===== src/rtl/tbd_pkg.sv =====
// Shared types, constants and the character-to-slot map of the DNA trie builder.
`timescale 1ns / 1ps

package tbd_pkg;

   localparam int SLOTS         = 5;
   localparam int MAX_NODES_DEF = 1024;
   localparam int NODE_OUT_W    = 10;
   localparam int SLOT_W        = 3;

   localparam logic [7:0] CHAR_A = 8'h41;
   localparam logic [7:0] CHAR_C = 8'h43;
   localparam logic [7:0] CHAR_G = 8'h47;
   localparam logic [7:0] CHAR_T = 8'h54;
   localparam logic [7:0] CHAR_END = 8'h24;

   localparam logic [SLOT_W-1:0] SLOT_A   = 3'd0;
   localparam logic [SLOT_W-1:0] SLOT_C   = 3'd1;
   localparam logic [SLOT_W-1:0] SLOT_G   = 3'd2;
   localparam logic [SLOT_W-1:0] SLOT_T   = 3'd3;
   localparam logic [SLOT_W-1:0] SLOT_END = 3'd4;

   typedef logic [SLOT_W-1:0] slot_type;

   typedef struct packed {
      logic [7:0] char_code;
      logic       pattern_end;
   } req_item_type;

   typedef struct packed {
      logic [NODE_OUT_W-1:0] node_index;
      logic                  created;
      logic                  full_res;
   } rsp_item_type;

   typedef struct packed {
      logic accept;
      logic resolve;
      logic clear_step;
   } dp_cmd_type;

   typedef struct packed {
      logic clear_done;
   } dp_sts_type;

   function automatic slot_type char_to_slot(input logic [7:0] c);
      slot_type s;
      unique case (c)
         CHAR_C:   s = SLOT_C;
         CHAR_G:   s = SLOT_G;
         CHAR_T:   s = SLOT_T;
         CHAR_END: s = SLOT_END;
         default:  s = SLOT_A;
      endcase
      return s;
   endfunction

endpackage


===== src/rtl/tbd_ctrl.sv =====
// Controller: clearing sweep, item acceptance, resolve step and result valid.
`timescale 1ns / 1ps

module tbd_ctrl import tbd_pkg::*; (
   input  logic       clock,
   input  logic       reset,
   input  logic       req_valid,
   output logic       req_stall,
   output logic       rsp_valid,
   input  logic       rsp_stall,
   input  dp_sts_type sts,
   output dp_cmd_type cmd
);

   typedef enum logic [1:0] {
      ST_CLEAR,
      ST_IDLE,
      ST_RESOLVE
   } state_type;

   state_type state_ff, state_in;
   logic      rsp_valid_ff, rsp_valid_in;
   logic      rsp_free;

   always_comb begin
      rsp_free       = !rsp_valid_ff || !rsp_stall;
      cmd.clear_step = (state_ff == ST_CLEAR);
      cmd.accept     = (state_ff == ST_IDLE) && req_valid;
      cmd.resolve    = (state_ff == ST_RESOLVE) && rsp_free;

      state_in = state_ff;
      unique case (state_ff)
         ST_CLEAR: begin
            if (sts.clear_done) state_in = ST_IDLE;
         end
         ST_IDLE: begin
            if (req_valid) state_in = ST_RESOLVE;
         end
         ST_RESOLVE: begin
            if (rsp_free) state_in = ST_IDLE;
         end
         default: state_in = ST_CLEAR;
      endcase

      if (cmd.resolve) begin
         rsp_valid_in = 1'b1;
      end else begin
         rsp_valid_in = rsp_valid_ff && rsp_stall;
      end
   end

   always_ff @(posedge clock) begin
      if (reset) begin
         state_ff     <= ST_CLEAR;
         rsp_valid_ff <= 1'b0;
      end else begin
         state_ff     <= state_in;
         rsp_valid_ff <= rsp_valid_in;
      end
   end

   assign req_stall = (state_ff != ST_IDLE);
   assign rsp_valid = rsp_valid_ff;

endmodule


===== config.mk =====
export PLATFORM = sky130hd
export DESIGN_NAME = tbd_ctrl
export DESIGN_NICKNAME = d
export VERILOG_FILES = /design/src/rtl/tbd_pkg.sv /design/src/rtl/tbd_ctrl.sv
export SDC_FILE = /design/constraint.sdc
export NUM_CORES = 1
export LEC_CHECK = 0
export BUFFER_PORTS_ARGS = -buffer_cell sky130_fd_sc_hd__buf_4
export CAP_MARGIN = 20
export CORE_AREA = 2 2 39 41
export CTS_BUF_LIST = sky130_fd_sc_hd__clkbuf_4
export DETAILED_ROUTE_END_ITERATION = 8
export DIE_AREA = 0 0 41 43
export PLACE_DENSITY_LB_ADDON = 0.05
export SETUP_SLACK_MARGIN = 0.05
export SYNTH_ARGS = -nofsm -noshare
export SYNTH_HDL_FRONTEND = slang
export SYNTH_SLANG_ARGS = --single-unit

===== constraint.sdc =====
create_clock -name clock -period 1.7 [get_ports clock]
set_input_delay 0 -clock clock [delete_from_list [all_inputs] [get_ports clock]]
set_output_delay 0 -clock clock [all_outputs]
set_load 0.005 [all_outputs]

======== Word level (Yosys, flattened, before mapping) ========
Index checks and enable logic that the tools add are counted.
word-level totals
  bits in registers ....................... 3
  logic and storage cells ................. 21
cells by class
  equal/unequal tests ..................... 6
  multiplexer cells ....................... 5
  reduce and logical (&&, ||, !) cells .... 8
operators by type and width
  kind                                            count
  2-to-1 mux 2 bit                                3
  != test 2 bit (second input constant)           3
  one-hot mux 2 bit (3 select lines)              1
  logical AND 1 bit                               3
  AND reduction 3 bit                             1
  == test 2 x 1 -> 1 bit (second input constant)  1
  == test 2 bit (second input constant)           1
  zero test 1 bit                                 2
  zero test 2 bit                                 1
  != test 2 x 1 -> 1 bit (second input constant)  1
  logical OR 1 bit                                1
  2-to-1 mux 1 bit                                1

======== Depth between registers and ports, before layout ========
  word-level depth ........................ 4
  depth in mapped cells ................... 3
  depth with buffers taken out ............ 3

======== Worst setup path before layout ========
Ideal clock, no wire load.
  kind .................................... flip-flop to flip-flop
  from .................................... register state_ff[0]
  to ...................................... register state_ff[0]
  data arrival time ....................... 0.853 ns
  data required time ...................... 1.613 ns
  path slack .............................. 0.760 ns
  stages on the path, launching flop included .. 4
  path buffers ............................ 0
  cell sequence ........................... dfxtp_1 > nand2b_4 > or3b_1 > o31ai_1
on the way
  cells in the longest elaborated chain, start to end .. 3
  elaborated cells on any way between the ends .. 8
  those cells by class .................... eq/ne (5); mux (1); reduce/logical (2)
ends and longest elaborated chain
  element                                      line            text
  from (decl)                                  tbd_ctrl.sv:21  state_type state_ff, state_in;
  from (signal assigned)                       tbd_ctrl.sv:57  state_ff <= state_in;
  == test 2 bit, or another cell as far along  tbd_ctrl.sv:32  unique case (state_ff)
  != test 2 bit (no line)                      n/a
  AND reduction 3 bit (no line)                n/a
Several ways; a longest one is shown, not always the timed one.
A chain may end at the register's enable or synchronous reset.

==> flow_summary.json <==
{
  "outcome": "finished clean",
  "cts_tree": "done",
  "ff2ff_setup_slack_ns": 0.69,
  "rsz0062_at_grt": "no",
  "worstPathArrival_ns": 1.02,
  "worstSetupEndpointType": "output pin",
  "vias_per_cell": 3.30,
  "syn2layout_area_growth_pct": 87.9,
  "grt_usage_pct": 5.51,
  "die_area_um2": 1760,
  "synth-xor-area-share_pct": 0,
  "period_minus_slack_ns": 1.02,
  "muxShareOfSynthArea_pct": 6.90,
  "fmax_mhz": 985,
  "syn-cell-area_um2": 145,
  "maxCapViolCount": 0,
  "grt_max_degree": 5,
  "yosys-top-cells-area": "dfxtp_1, nand2b_4, nor2_1",
  "critical_path_class": "register to output pin",
  "synth_top_cell_area_share_pct": 41.4,
  "rows": 14,
  "hold_start": "rsp_stall",
  "ys_top_cells_by_count": "dfxtp_1, nor2_1, a21oi_1",
  "grt_pass1_wl_um": 593,
  "hold_depth": 3,
  "max_slew_margin_pct": 86.7,
  "synth_seq_cells": 3,
  "overflow": 0,
  "power_density_nw_per_um2": 932,
  "nFillCells": 160,
  "yosysTopAreaCell": "dfxtp_1",
  "die_y_um": 43,
  "reg2reg_to": "state_ff[0]",
  "antennaDiodeCount": 0,
  "reg2regPathDepth": 3,
  "synth_top_family_by_area": "simple AND/OR/NAND/NOR gates",
  "wl_um": 383,
  "setup.worst_path.start": "state_ff[1]",
  "rr_startpoint": "state_ff[0]",
  "dpl_cell_area_um2": 233,
  "antenna_found_initial": 0,
  "fin_setup_tns_ns": 0,
  "grt_pass1_vias": 150,
  "start_util_pct": 10.5,
  "portBuffers": 9,
  "cp.required_ns": 1.70,
  "cts.path.max_buffers": 2,
  "cts_sinks": 3,
  "synth_nets": 21,
  "syn-instance-count": 16,
  "ioPinCount": 10,
  "globalplace.congestion": 0.641,
  "clk_latency_ns": 0.23,
  "ant_nets": 0,
  "synth.avg_cell_area_um2": 9.07,
  "finalHoldViolations": 0,
  "synth_edf_count": 0,
  "yosysWarnings": 0,
  "num_vias": 152,
  "p_leak_nw": 0.133,
  "nets": 36,
  "fin_crit_sh_pct": 59.7,
  "yosysUniqueCellTypes": 11,
  "die_w_um": 41,
  "ys_seq_area_share_pct": 41.4,
  "synthFlopType": "dfxtp_1",
  "clk_pin_slew_worst_paths_ns": 0.04,
  "fin_util_pct": 19.7,
  "synth_adder_area_share_pct": 0,
  "cts_root_buffer": "clkbuf_4",
  "coreArea_um2": 1380,
  "slew_violations": 0,
  "drtIter0Drc": 3,
  "setup_violations": 0,
  "crit_fanout": 4,
  "htree_levels": 1,
  "drive_gt1_share_pct": 46.7,
  "cp-start-kind": "register",
  "synthSimpleGateAreaFrac_pct": 30.2,
  "min_to": "rsp_valid",
  "wl_per_cell_um": 8.33,
  "first_pass_iters": 2,
  "drc": 0,
  "worst_slew_pin_slew_ns": 0.198,
  "synth_compound_area_share_pct": 19.0,
  "async_reset_ff_share_pct": 0,
  "final_cell_area_um2": 273,
  "postCtsResizedCells": 0,
  "worstHoldPathType": "primary input to register",
  "irDropWorstVdd_v": 0.000321,
  "finalClockSkew_ns": 0.000202,
  "numCtsBuffers": 3
}
## state kept, by name, summed over array words and instances (netlist names)
| signal | count |
|---|---|
| rsp_valid | 1 |
| state_ff | 2 |
## area by class of cell
class / count / area [um^2] / area share [%]
Multi-Input combinational cell: 12 / 81.3 / 29.8
Timing Repair Buffer: 10 / 77.6 / 28.4
Sequential cell: 3 / 60.1 / 22.0
Clock buffer: 4 / 30.0 / 11.0
Tap cell: 16 / 20.0 / 7.34
Inverter: 1 / 3.75 / 1.38
## cell usage in the layout, fill, tap and decap left out
cell type      count
buf_4              9
nand2_1            1
dlygate4sd3_1      1
or3b_1             1
inv_1              1
nand2b_1           1
dfxtp_1            3
mux2i_1            1
a21oi_1            2
nor2_1             3
o21ba_1            1
nand2b_4           1
clkbuf_4           4
o31ai_1            1
## metrics by stage
step	std cells	setup WS (ns)	total power [W]	hold slack, ns
final	46	0.685	0.000254	0.0872
after global routing	46	0.592	0.000274	0.0921
after CTS	46	0.658	0.000265	0.0793
after detailed placement	41	0.684	0.000116	0.193
after global placement	41	0.673	0.000116	0.195
after floorplan	16	0.760	0.0000934	0.0555
## critical path, stage by stage (launching register included)
cell and delay [ns]:
dfxtp_1 0.34, nand2b_1 0.18, nor2_1 0.13, buf_4 0.13
## kinds of logic (layout without fill, tap and decap cells)
| logic type | count (synthesis) | in the layout |
|---|---|---|
| muxes | 1 | 1 |
| AOI/OAI and AO/OA | 4 | 4 |
| and+or+nand+nor | 7 | 7 |
| DFF | 3 | 3 |
| buffers and inverters | 1 | 15 |
## power breakdown
part           internal (W)  total (W)  switching, W
clock network      0.000104   0.000139     0.0000348
registers         0.0000747  0.0000792    0.00000449
logic             0.0000244  0.0000366     0.0000122
total              0.000203   0.000254     0.0000515
## metal layers
| metal | global-route usage [%] | routed length [um] |
|---|---|---|
| met5 | 0 | 0 |
| met4 | 2.00 | 0 |
| met3 | 6.28 | 47 |
| met2 | 5.94 | 166 |
| met1 | 6.71 | 169 |
## worst max-delay path by stage
stage,endpoint,cells after the start
after global routing,cmd[2],3
after global placement,state_ff[0],3
after floorplan,state_ff[0],3
after detailed placement,state_ff[0],3
after CTS,cmd[2],3
final,cmd[2],3
## timing repair
action | CTS | global route
hold buffers | 1 | 0
hold endpoints to repair | 2 | 0
endpoints found under the setup margin | 0 | 0
buffers inserted | 0 | 0
No activity file was read; power rests on OpenSTA's default activity.
